==> src/rtl/assert_macros.svh <==
// assertion macros shared by the rtl
`ifndef ASSERT_MACROS_SVH
`define ASSERT_MACROS_SVH

// property checked on every rising clock edge outside reset
`define ASSERT_CLK(label, prop, msg) \
	label: assert property (@(posedge clk) disable iff (!arst_n) (prop)) else $error(msg);

// overlapping implication checked on every rising clock edge outside reset
`define ASSERT_IMPLY(label, ante, cons, msg) \
	label: assert property (@(posedge clk) disable iff (!arst_n) (ante) |-> (cons)) \
		else $error(msg);

`endif

==> src/rtl/ostw_pkg.sv <==
// shared constants and types for the waveshaper
package ostw_pkg;

	localparam int TABLE_DEPTH = 512;
	localparam int SAMPLE_BITS = 16;
	localparam int ENTRY_W     = 9;
	localparam int FRAC_BITS   = SAMPLE_BITS - 1;
	localparam int ADDR_W      = $clog2(TABLE_DEPTH);
	localparam int IDX_FRAC_W  = FRAC_BITS - ADDR_W;
	localparam int LAST_IDX    = TABLE_DEPTH - 1;
	localparam int MAX_VAL     = 2 ** FRAC_BITS - 1;

	// reset ramp round(i*MAX_VAL/LAST_IDX) built by quotient/remainder stepping
	localparam int RAMP_QSTEP = MAX_VAL / LAST_IDX;
	localparam int RAMP_RSTEP = MAX_VAL % LAST_IDX;
	localparam int RAMP_RINIT = LAST_IDX / 2;
	localparam int RAMP_R_W   = ADDR_W + 1;

	// operation codes
	localparam logic OP_SHAPE = 1'b0;
	localparam logic OP_WRITE = 1'b1;

	// per-sample control carried alongside the table reads
	typedef struct packed {
		logic                          pass;
		logic                          neg;
		logic [IDX_FRAC_W-1:0]         frac;
		logic signed [SAMPLE_BITS-1:0] sample;
	} ctl_t;

endpackage

==> src/rtl/ostw_interp.sv <==
// interpolation multiply stage and saturating output register
module ostw_interp (
	input  logic                                    clk,
	input  logic                                    arst_n,
	input  logic                                    valid_s1,
	input  ostw_pkg::ctl_t                          ctl_s1,
	input  logic signed [ostw_pkg::SAMPLE_BITS-1:0] a_s1,
	input  logic signed [ostw_pkg::SAMPLE_BITS-1:0] b_s1,
	output logic                                    take_s1,
	input  logic                                    out_stall,
	output logic                                    out_valid,
	output logic signed [ostw_pkg::SAMPLE_BITS-1:0] sample_out
);

	localparam int SB   = ostw_pkg::SAMPLE_BITS;
	localparam int FB   = ostw_pkg::FRAC_BITS;
	localparam int D_W  = SB + 1;
	localparam int P_W  = 2 * D_W;
	localparam int T_W  = P_W + 1;
	localparam int Y_W  = SB + 4;
	localparam int HALF = 2 ** (FB - 1);
	localparam logic signed [Y_W-1:0] Y_MAX = Y_W'(2 ** (SB - 1) - 1);
	localparam logic signed [Y_W-1:0] Y_MIN = ~Y_MAX;

	logic                  v_s2;
	ostw_pkg::ctl_t        ctl_s2;
	logic signed [SB-1:0]  a_s2;
	logic signed [P_W-1:0] prod_s2;

	logic                  valid_q;
	logic signed [SB-1:0]  sample_q;

	logic                  en_out;
	logic                  en_s2;
	logic signed [D_W-1:0] diff;
	logic signed [D_W-1:0] fval;
	logic signed [T_W-1:0] t_full;
	logic signed [Y_W-1:0] y_mag;
	logic signed [Y_W-1:0] y_sgn;
	logic signed [Y_W-1:0] y_sat;

	assign en_out  = !valid_q || !out_stall;
	assign en_s2   = !v_s2 || en_out;
	assign take_s1 = en_s2;

	// a*(1-f) + b*f rewritten as a + (b-a)*f
	always_comb begin
		diff = D_W'(b_s1) - D_W'(a_s1);
		fval = D_W'({ctl_s1.frac, {ostw_pkg::ADDR_W{1'b0}}});
	end

	always_comb begin
		t_full = (T_W'(a_s2) <<< FB) + T_W'(prod_s2) + T_W'(HALF);
		y_mag  = Y_W'(t_full >>> FB);
		y_sgn  = ctl_s2.neg ? -y_mag : y_mag;
		if (y_sgn > Y_MAX) begin
			y_sat = Y_MAX;
		end else if (y_sgn < Y_MIN) begin
			y_sat = Y_MIN;
		end else begin
			y_sat = y_sgn;
		end
	end

	always_ff @(posedge clk or negedge arst_n) begin
		if (!arst_n) begin
			v_s2    <= 1'b0;
			valid_q <= 1'b0;
		end else begin
			if (en_s2) begin
				v_s2 <= valid_s1;
			end
			if (en_out) begin
				valid_q <= v_s2;
			end
		end
	end

	always_ff @(posedge clk) begin
		if (en_s2) begin
			ctl_s2  <= ctl_s1;
			a_s2    <= a_s1;
			prod_s2 <= diff * fval;
		end
		if (en_out) begin
			sample_q <= ctl_s2.pass ? ctl_s2.sample : SB'(y_sat);
		end
	end

	assign out_valid  = valid_q;
	assign sample_out = sample_q;

endmodule

==> config.mk <==
export PLATFORM = sky130hd
export DESIGN_NAME = ostw_interp
export DESIGN_NICKNAME = d
export VERILOG_FILES = /design/src/rtl/assert_macros.svh /design/src/rtl/ostw_pkg.sv /design/src/rtl/ostw_interp.sv
export SDC_FILE = /design/constraint.sdc
export NUM_CORES = 1
export LEC_CHECK = 0
export BUFFER_PORTS_ARGS = -buffer_cell sky130_fd_sc_hd__clkbuf_2
export CORE_ASPECT_RATIO = 0.6
export CORE_MARGIN = 10
export CORE_UTILIZATION = 55
export CTS_CLUSTER_SIZE = 24
export DETAILED_ROUTE_END_ITERATION = 12
export PLACE_DENSITY = 0.7
export SKIP_LAST_GASP = 1
export SYNTH_ARGS = -nofsm -noshare
export SYNTH_HDL_FRONTEND = slang
export SYNTH_SLANG_ARGS = --single-unit
==> constraint.sdc <==
create_clock -name clk -period 5.59 [get_ports clk]
set_input_delay 0.2795 -clock clk [delete_from_list [all_inputs] [get_ports clk]]
set_output_delay 0.2795 -clock clk [all_outputs]
set_load 0.03 [all_outputs]
* After elaboration in Yosys (flattened, before gate mapping)
Cells that the tools add are included.
Word-level totals: RAM bits 0, register bits 76, memory bits (read-only) 0, bits in latches 0, input port bits 60, memories 0, output and inout port bits 18
Operators by class: shift-type cells 0, reduce and logical (&&, ||, !) cells 5, div/mod/pow operators 0, bitwise logic cells 0, $lt $le $gt $ge 2, equal/unequal tests 0, $mul 1, add/sub/neg operators 4, multiplexer cells 4
Operators by type and width (count):
- 16-bit 2-to-1 mux | 3
- 35-bit by 16-bit adder with 35-bit output, second input constant | 1
- 31-bit by 33-bit adder with 34-bit output | 1
- 17-bit by 7-bit multiplier with 24-bit output | 1
- 20-bit by 16-bit greater-than comparator with 1-bit output, second input constant | 1
- 20-bit by 16-bit < comparator with 1-bit output, second input constant | 1
- 20-bit 2-to-1 mux | 1
- 20-bit negation | 1
- 16-bit by 16-bit subtractor with 17-bit output | 1
- 1-bit zero test | 3
- 1-bit logical OR | 2

* Logic depth before layout (Yosys ltp)
Gate-level depths: netlist of run 1.
word-level depth 8, gate-level depth with buffers 30, depth with buffers taken out 30

* Worst setup path before layout of run 1
No wires, ideal clock.
path kind input-to-reg, start point input port b_s1[0] (netlist name), end point register prod_s2[29] (data pin), library setup time 0.258 ns, required time 5.332 ns, data arrival time 6.360 ns, stages 28, slack -1.028 ns, cell sequence inv_1 -> ha_1 -> inv_1 -> fa_1 -> a21o_1 -> a21oi_1 -> o21ai_0 -> a21oi_1 -> o21ai_0 -> a21oi_1 -> nor2b_1 -> o21ai_0 -> nor2b_1 -> xnor2_1 -> and2_1 -> fa_1 -> inv_1 -> fa_1 -> inv_1 -> fa_1 -> fa_1 -> ha_1 -> or4_1 -> o221a_2 -> o21ai_0 -> o21ai_0 -> a21oi_1 -> xnor2_1
On the way: cells in the longest elaborated chain, start to end 2
Ends and longest elaborated chain:
- start, declared | RTL line ostw_interp.sv:8 | input logic signed [ostw_pkg::SAMPLE_BITS-1:0] b_s1,
- 16-bit by 16-bit subtractor with 17-bit output | RTL line ostw_interp.sv:48 | diff = D_W'(b_s1) - D_W'(a_s1);
- 17-bit by 7-bit multiplier with 24-bit output | RTL line ostw_interp.sv:83 | prod_s2 <= diff * fval;
- end signal, assigned | RTL line ostw_interp.sv:83
- end, declared | RTL line ostw_interp.sv:28 | logic signed [P_W-1:0] prod_s2;
No other way between the ends. A chain may end at the register's enable or synchronous reset.

* Final worst setup path of run 1
start point input port b_s1[0] (netlist name), end point register, netlist name prod_s2[32]
On the way: cells in the longest elaborated chain, start to end 2
Ends and longest elaborated chain (RTL line):
- 16-bit by 16-bit subtractor with 17-bit output | ostw_interp.sv:48
- 17-bit by 7-bit multiplier with 24-bit output | ostw_interp.sv:83
No other way between the ends.

==> qor.txt, run 1 <==
status = finished, violations left
failing checks = setup timing
number of synthesized register bits = 71
DR WL/cell = 16.5 microns
Clock transition at path regs = 0.05 ns
max incr delay on CP = 0.54 ns
Critical Path Start = b_s1[0]
dominant cells by area after synthesis = edfxtp_1 23%, fa_1 16%, ha_1 11%
CP max-delay cell = fa_1
CTS max path bufs = 2
row count = 36
static leakage = 0.00512 uW
post-synthesis cell type count = 85
Die Height = 120 microns
Detail Placement HPWL = 17.8 mm
worst-margin pin slew = 0.901 ns
root buffer selected by CTS = clkbuf_16
Final Hold Vio Count = 0
Syn Nets = 1,181
residual DRC count = 0
Arr. time, crit path = 6.32 ns
Mapped Area = 0.00912 sq mm
total number of yosys warnings = 0
ys flop type = edfxtp_1
post-synthesis sequential area ratio = 0.233
count leader, synth = inv_1
most used cell along the critical path = a21oi_2
antenna-violating nets left = 0
initial antenna violation count = 0
Slew HR = 0.395
WP data required = 5.67 ns
via count = 7,782
fin nets = 1,360
Routed WL = 22.7 mm
largest net degree at the start of global routing = 56
total chip power = 7460 uW
Syn Inst Count = 967
Mapped Avg Cell Area = 9.44 sq um
unrepaired setup endpoints after global routing = yes
area added between synthesis and finish = 24.0%
Die X = 186 microns
# setup viols final = 9
final setup margin = -0.648 ns
Initial Util = 0.561
vias per cell = 5.64
cell taking the most area after synthesis = edfxtp_1
fmax = 160 MHz
clock skew = 0.00396 ns
Core Region = 0.0163 sq mm
CP Launch Type = input port
first-pass GRT wire length = 38.4 mm
crit-path max FO = 5
Sink Count = 71
crit share post-route = 1.12
Hold Slack = 0.119 ns
asr flop ratio synth = 0.0282
Post-synth EDFFs = 69
worst skew pair latency = 0.33 ns
Power Density = 660 mW/mm^2
Yosys top cell area share = 0.227
Setup CP Type = input port to register
most frequent cells after synthesis = 100 x inv_1, 89 x nand2_1, 82 x ha_1
drt pass-1 iters = 5
PortBufs = 77
overall routing resource usage = 0.208
vias in the first global route = 7,796
Fillers = 1,297
Hold WC Path Type = input port to register
layout cell share with drive strength beyond 1 = 0.269
Max Cap Viol = 0
total die area = 0.0223 sq mm
CTS H-Tree Depth = 3
RR Startpoint = a_s2[0]$_DFFE_PP_
I/O pins = 78
Max Slew Vio Count = 0
Critical Path End Type = register
Final Non-Filler Cells = 1,379
Placed Cells = 1,345
DRT iter0 DRCs = 671
n_diodes = 0
Final min period = 6.24 ns
Hold Crit Start = ctl_s1[23]
Placer Congestion = 0.890
CTS tree = yes
number of CTS-inserted buffers = 9
gr ovfl total = 0
IR drop worst, VDD = 0.381 mV
path summary, 6_finish.rpt:
check	endpoint	slack, ns	depth (start not counted)
hold / removal	ctl_s2[23]$_DFFE_PP_	0.12	1
hold reg to reg	out_valid$_DFFE_PN0P_	0.50	1
min in group asynchronous	out_valid$_DFFE_PN0P_	0.27	2
max in group asynchronous	v_s2$_DFFE_PN0P_	5.23	2
setup / recovery	prod_s2[32]$_DFFE_PP_	-0.65	31
setup reg to reg	sample_out[5]$_DFFE_PP_	0.34	17
registers in the layout (all words and copies together), names as in the netlist:
| name | cells |
|---|---|
| sample_out | 16 |
| v_s2 | 1 |
| prod_s2 | 19 |
| out_valid | 1 |
| a_s2 | 16 |
| ctl_s2 | 18 |
per-stage QoR:
| stage | utilization | TNS (ns) | setup slack (ns) | instance area [sq um] |
|---|---|---|---|---|
| floorplan | - | -2.39 | -0.483 | 9250 |
| global placement | 0.650 | -9.42 | -0.995 | 10600 |
| detailed placement | 0.650 | -10.21 | -1.12 | 10600 |
| CTS | 0.680 | -4.29 | -0.625 | 11100 |
| global route | 0.696 | -7.31 | -0.915 | 11300 |
| finish | 0.696 | -4.41 | -0.648 | 11300 |
metal layers:
layer | global-route usage | vias up | share of wire
met5 | 0 | - | 0
met4 | 0.0251 | 0 | 0.0063
met3 | 0.0404 | 19 | 0.060
met2 | 0.321 | 217 | 0.45
met1 | 0.304 | 3786 | 0.49
li1 | - | 3760 | -
cells in the final DEF (no fill, tap or decap), drive strengths merged, types with 22 or more instances in the layout:
cell	count
xnor2	52
nand2	89
and2	58
edfxtp	69
xor2	22
buf	123
ha	82
o21ai	39
fa	72
nor2	54
inv	100
nand3	32
a21oi	33
clkbuf	90
repair_timing:
item / in CTS / in global routing
pin swaps: 32 / 29
cloned: 1 / 0
hold buffers: 1 / 0
buffers inserted: 8 / 9
endpoints found under the setup margin: 12 / 15
gates resized for setup: 35 / 36
endpoints found under the hold margin: 2 / 0
cells by family after synthesis:
logic type	synth area share
AOI/OAI and AO/OA	0.168
xor gates and xnor gates	0.0727
adders and majority gates	0.270
buffers and inverters	0.0577
DFF	0.233
muxes	0.00809
and+or+nand+nor	0.190
layout make-up:
class | count | area [sq um] | share of cell area
timing repair buffer | 200 | 1370 | 0.121
tap | 228 | 285 | 0.0252
clock inverter | 2 | 7.51 | 0.000664
sequential | 71 | 2120 | 0.188
clock buffer | 14 | 244 | 0.0216
inverter | 100 | 388 | 0.0343
multi-input combinational | 764 | 6890 | 0.609
report_power, final:
group          switching, uW  total, uW  internal [uW]
Combinational           3130       5990           2850
Clock                    204        502            298
Sequential              53.3        977            923
Total                   3390       7460           4080
critical path: cells and delay by family:
kind            cells  cell delay (ns)
fa+ha+maj           7             2.58
compound gates     13             2.11
simple gates        4             0.67
buf+inv             5             0.41
xor+xnor            2             0.26
Power figures use the tool's default switching activity.
==> run 2: changes to the inputs <==
SETUP_SLACK_MARGIN = 0.1   (was not set)
clock period = 7.2 ns   (was 5.59 ns; I/O delays follow)
==> run 2 against run 1 <==
The flow now finishes without violations. Sequential share of layout area rose by 2.3 points. Combinational power fell by 39%. First-iteration DRC count fell by 14%. Wire length fell by 11%. Via count fell by 8.0%. Global-route usage fell by 2.0 points. Final area fell by 11%. Cell count fell by 7.8%. Count of clock-buffer cells in the layout rose by 1.
==> qor.txt, run 2 (synthesis gave the netlist of run 1 again) <==
status = finished clean
Hold WC Path Type = input port to register
Arr. time, crit path = 6.78 ns
commonest non-fill, non-tap cells in the layout = 100 x inv_1, 89 x nand2_1, 82 x ha_1
Largest regs = prod_s2 x19, ctl_s2 x18
Die X = 186 microns
max reg flops = 19
Max Cap Viol = 0
gr ovfl total = 0
row count = 36
Sink Count = 71
Final Hold Vio Count = 0
CP Launch Type = input port
fmax = 150 MHz
M3 GR Usage = 0.0380
Detail Placement HPWL = 16.1 mm
Post-Route Setup TNS = 0 ns
CTS H-Tree Depth = 3
Final min period = 6.69 ns
antenna-violating nets left = 0
WP data required = 7.29 ns
Routed WL = 20.1 mm
fin nets = 1,252
first-pass GRT wire length = 34.6 mm
layout cell share with drive strength beyond 1 = 0.143
Power Density = 478 mW/mm^2
# setup viols final = 0
vias in the first global route = 6,929
total chip power = 4820 uW
final core occ = 0.620
Die Height = 120 microns
worst-margin pin slew = 0.837 ns
post-route cell area = 0.0101 sq mm
most used cell along the critical path = fa_1
drt pass-1 iters = 5
Setup CP Type = input port to register
Core Region = 0.0163 sq mm
Placer Congestion = 0.843
largest net degree at the start of global routing = 56
Slew HR = 0.438
Placement Setup Slack = -0.198 ns
commonest non-fill, non-tap cell in the layout = inv_1
static leakage = 0.00449 uW
unrepaired setup endpoints after global routing = no
Max Slew Vio Count = 0
grt peak-use layer = met1
Post-DP Area = 0.00975 sq mm
residual DRC count = 0
root buffer selected by CTS = clkbuf_16
initial antenna violation count = 0
total die area = 0.0223 sq mm
Clock transition at path regs = 0.05 ns
via count = 7,162
final setup margin = 0.512 ns
CTS tree = yes
DRT iter0 DRCs = 579
area added between synthesis and finish = 10.5%
met1 Use GR = 0.291
overall routing resource usage = 0.188
Critical Path End Type = register
n_diodes = 0
met2 Use GR = 0.272
PortBufs = 77
vias per cell = 5.63
CTS max path bufs = 2
Initial Util = 0.561
DR WL/cell = 15.8 microns
CP max-delay cell = or4_1
Fillers = 1,417
I/O pins = 78
number of CTS-inserted buffers = 9
IR drop worst, VDD = 0.258 mV
crit share post-route = 0.929
worst skew pair latency = 0.34 ns
crit-path max FO = 6
clock skew = 0.00746 ns
max incr delay on CP = 0.53 ns
largest register by flop count = prod_s2
run 2: changes by cell type in the layout (fill, tap and decap cells not counted), sizes merged:
cell,previous run,this run
buf,123,15
clkbuf,90,92
clkinv,2,1
o31a,3,2
run 2: timing repair:
item	CTS	global route
hold endpoints to repair	2	0
endpoints found under the setup margin	0	10
resized for setup	0	14
hold buffers	1	0
setup buffers	0	1
run 2: critical path, delay by kind of cell:
kind            cells  cell delay, ns
compound gates     11            2.10
xor+xnor            2            0.18
fa+ha+maj           7            2.75
buf+inv             5            0.28
simple gates        5            1.13
run 2: final cells by class:
| type | count | area (sq um) | share of cell area |
|---|---|---|---|
| Clock inverter | 1 | 5.00 | 0.000497 |
| Multi-Input combinational cell | 763 | 6520 | 0.646 |
| Sequential cell | 71 | 2120 | 0.211 |
| Tap cell | 228 | 285 | 0.0283 |
| Clock buffer | 15 | 268 | 0.0266 |
| Inverter | 100 | 375 | 0.0372 |
| Timing Repair Buffer | 93 | 508 | 0.0504 |
run 2: power by group:
part | internal [uW] | switching [uW]
combinational | 1560 | 2100
clock | 252 | 160
sequential | 717 | 39.5
run 2: worst paths after layout:
check / from / to / slack, ns / depth (start not counted)
worst min register to register: v_s2$_DFFE_PN0P_ / out_valid$_DFFE_PN0P_ / 0.49 / 1
max in group asynchronous: arst_n / out_valid$_DFFE_PN0P_ / 6.76 / 2
worst max-delay path: b_s1[0] / prod_s2[32]$_DFFE_PP_ / 0.51 / 30
worst max register to register: a_s2[0]$_DFFE_PP_ / sample_out[3]$_DFFE_PP_ / 1.57 / 16
worst min-delay path: ctl_s1[9] / ctl_s2[9]$_DFFE_PP_ / 0.19 / 1
min in group asynchronous: arst_n / v_s2$_DFFE_PN0P_ / 0.34 / 2
run 2: per-layer routing:
layer	share of wire	up-vias
met3	0.057	9
li1	-	3546
met5	0	-
met2	0.42	167
met4	0.0039	0
met1	0.52	3440
run 2: metrics by stage:
step / hold slack (ns) / std cells
floorplan: 0.0644 / 967
global placement: 0.148 / 1253
detailed placement: 0.150 / 1253
CTS: 0.184 / 1270
global route: 0.178 / 1271
finish: 0.189 / 1271
==> run 3: changes to the inputs <==
PLACE_DENSITY = 0.79   (was 0.7)
==> run 3 against run 2 <==
Clock power decreased by 6.3%. Worst setup slack about the same. Largest power group unchanged. Sequential power hardly changed. Register-to-register slack improved by 0.03 ns. First-iteration DRC count decreased by 1.4%. Hold slack improved by 0.0056 ns. Critical endpoint unchanged.
==> qor.txt, run 3 (synthesis gave the netlist of run 1 again) <==
static leakage = 0.00448 uW
Placer Congestion = 0.891
Crit. path cell count = 30
max reg flops = 19
reg-to-reg slack, setup = 1.60 ns
internal power = 2510 uW
worst skew pair latency = 0.34 ns
WP data required = 7.28 ns
Power Density = 482 mW/mm^2
Die Height = 120 microns
crit-path max FO = 6
# setup viols final = 0
Setup CP Type = input port to register
Final Hold Vio Count = 0
Arr. time, crit path = 6.77 ns
row count = 36
vias in the first global route = 7,450
Routed WL = 20.6 mm
unrepaired setup endpoints after global routing = no
I/O pins = 78
Worst Hold Depth = 1
Sw Ratio = 0.482
antenna-violating nets left = 0
vias per cell = 5.69
overall routing resource usage = 0.195
max incr delay on CP = 0.54 ns
worst-margin pin slew = 0.879 ns
Sink Count = 71
final core occ = 0.618
area added between synthesis and finish = 10.1%
commonest non-fill, non-tap cells in the layout = 100 x inv_1, 89 x nand2_1, 81 x ha_1
first-pass GRT wire length = 36.0 mm
switching power = 2340 uW
gr ovfl total = 0
Detail Placement HPWL = 16.5 mm
status = finished clean
buffers and inverters on the worst path = 5
Final min period = 6.69 ns
combinational share of power = 0.764
via count = 7,206
clock skew = 0.00549 ns
Die X = 186 microns
RR Startpoint = a_s2[0]$_DFFE_PP_
most used cell along the critical path = fa_1
CTS max path bufs = 2
DR WL/cell = 16.3 microns
Sequential cell area = 0.00212 sq mm
fin nets = 1,249
total die area = 0.0223 sq mm
DRT iter0 DRCs = 571
Largest regs = prod_s2 x19, ctl_s2 x18
CP delay by family, top = adder cells
CP max-delay cell = fa_1
crit share post-route = 0.929
Hold WC Path Type = input port to register
layout cell share with drive strength beyond 1 = 0.139
residual DRC count = 0
n_diodes = 0
Core Region = 0.0163 sq mm
area taken by multi-input logic gates = 0.00653 sq mm
postcts setup bufs = 0
CTS H-Tree Depth = 3
Critical Path Start = b_s1[0]
clock share of power = 0.079
PortBufs = 77
largest register by flop count = prod_s2
IR drop worst, VDD = 0.228 mV
Seq pwr share = 0.156
Post-Route Setup TNS = 0 ns
Fillers = 1,398
CP Launch Type = input port
Hold Crit Start = ctl_s1[22]
number of CTS-inserted buffers = 9
CTS tree = yes
initial antenna violation count = 0
R2R depth = 16
root buffer selected by CTS = clkbuf_16
Slew HR = 0.410
largest net degree at the start of global routing = 56
commonest non-fill, non-tap cell in the layout = inv_1
Initial Util = 0.561
Post-DP Area = 0.00974 sq mm
drt pass-1 iters = 5
Clock transition at path regs = 0.05 ns
Max Cap Viol = 0
post-route cell area = 0.0100 sq mm
fmax = 150 MHz
Max Slew Vio Count = 0
Critical Path End Type = register
[run 3: changes by cell type in the layout (fill, tap and decap cells not counted), moves of 2 or more]
cell      change
clkbuf_8      -2
clkinv_1      +3
a21boi_0      -2
buf_4         -3
[run 3: area by class of cell]
type	count	area share
multi-input combinational	763	0.650
sequential	71	0.211
inverter	100	0.0374
clock buffer	12	0.0235
timing repair buffer	90	0.0483
tap	228	0.0284
clock inverter	3	0.00112
[run 3: per-layer routing]
layer  vias to the layer above  track usage  wire length (microns)
met5                         -            0                      0
met4                         0       0.0376                    208
met3                        20       0.0383                   1300
met2                       198        0.296                   9040
met1                      3461        0.283                  10100
li1                       3527            -                      -
[run 3: final timing paths]
check | to
max in group asynchronous | out_valid$_DFFE_PN0P_
setup / recovery | prod_s2[32]$_DFFE_PP_
min in group asynchronous | v_s2$_DFFE_PN0P_
setup reg to reg | sample_out[8]$_DFFE_PP_
hold / removal | ctl_s2[22]$_DFFE_PP_
hold reg to reg | out_valid$_DFFE_PN0P_
[run 3: worst register-to-register path, delay by kind of cell (launching register included)]
kind                     cells  cell delay, ns
flip-flops                   1            0.39
AND/OR/NAND/NOR              4            1.10
XOR/XNOR                     1            0.30
AO/OA/AOI/OAI                7            2.64
buffers and inverters        1            0.08
multiplexers                 1            0.35
adder cells (fa/ha/maj)      2            0.44
[run 3: power by group through the flow]
stage               Combinational, uW  Sequential (uW)  Clock (uW)
floorplan                        2850              855           0
global placement                 3500              762           0
detailed placement               3640              765           0
CTS                              3670              759         390
global route                     4190              773         408
finish                           3700              757         385
[run 3: metrics by stage]
| step | hold WS, ns | worst slack, ns | power [uW] | std cells |
|---|---|---|---|---|
| after CTS | 0.191 | 0.113 | 4810 | 1267 |
| final | 0.195 | 0.513 | 4850 | 1267 |
| after global routing | 0.187 | 0.0895 | 5370 | 1267 |
| after global placement | 0.147 | -0.0697 | 4260 | 1251 |
| after floorplan | 0.0644 | 0.501 | 3700 | 967 |
| after detailed placement | 0.149 | -0.298 | 4400 | 1251 |
[run 3: timing repair]
action	4_1_cts	5_1_grt
setup endpoints to repair	3	9
hold buffers	1	0
pin swaps	0	7
endpoints found under the hold margin	2	0
resized for setup	1	19
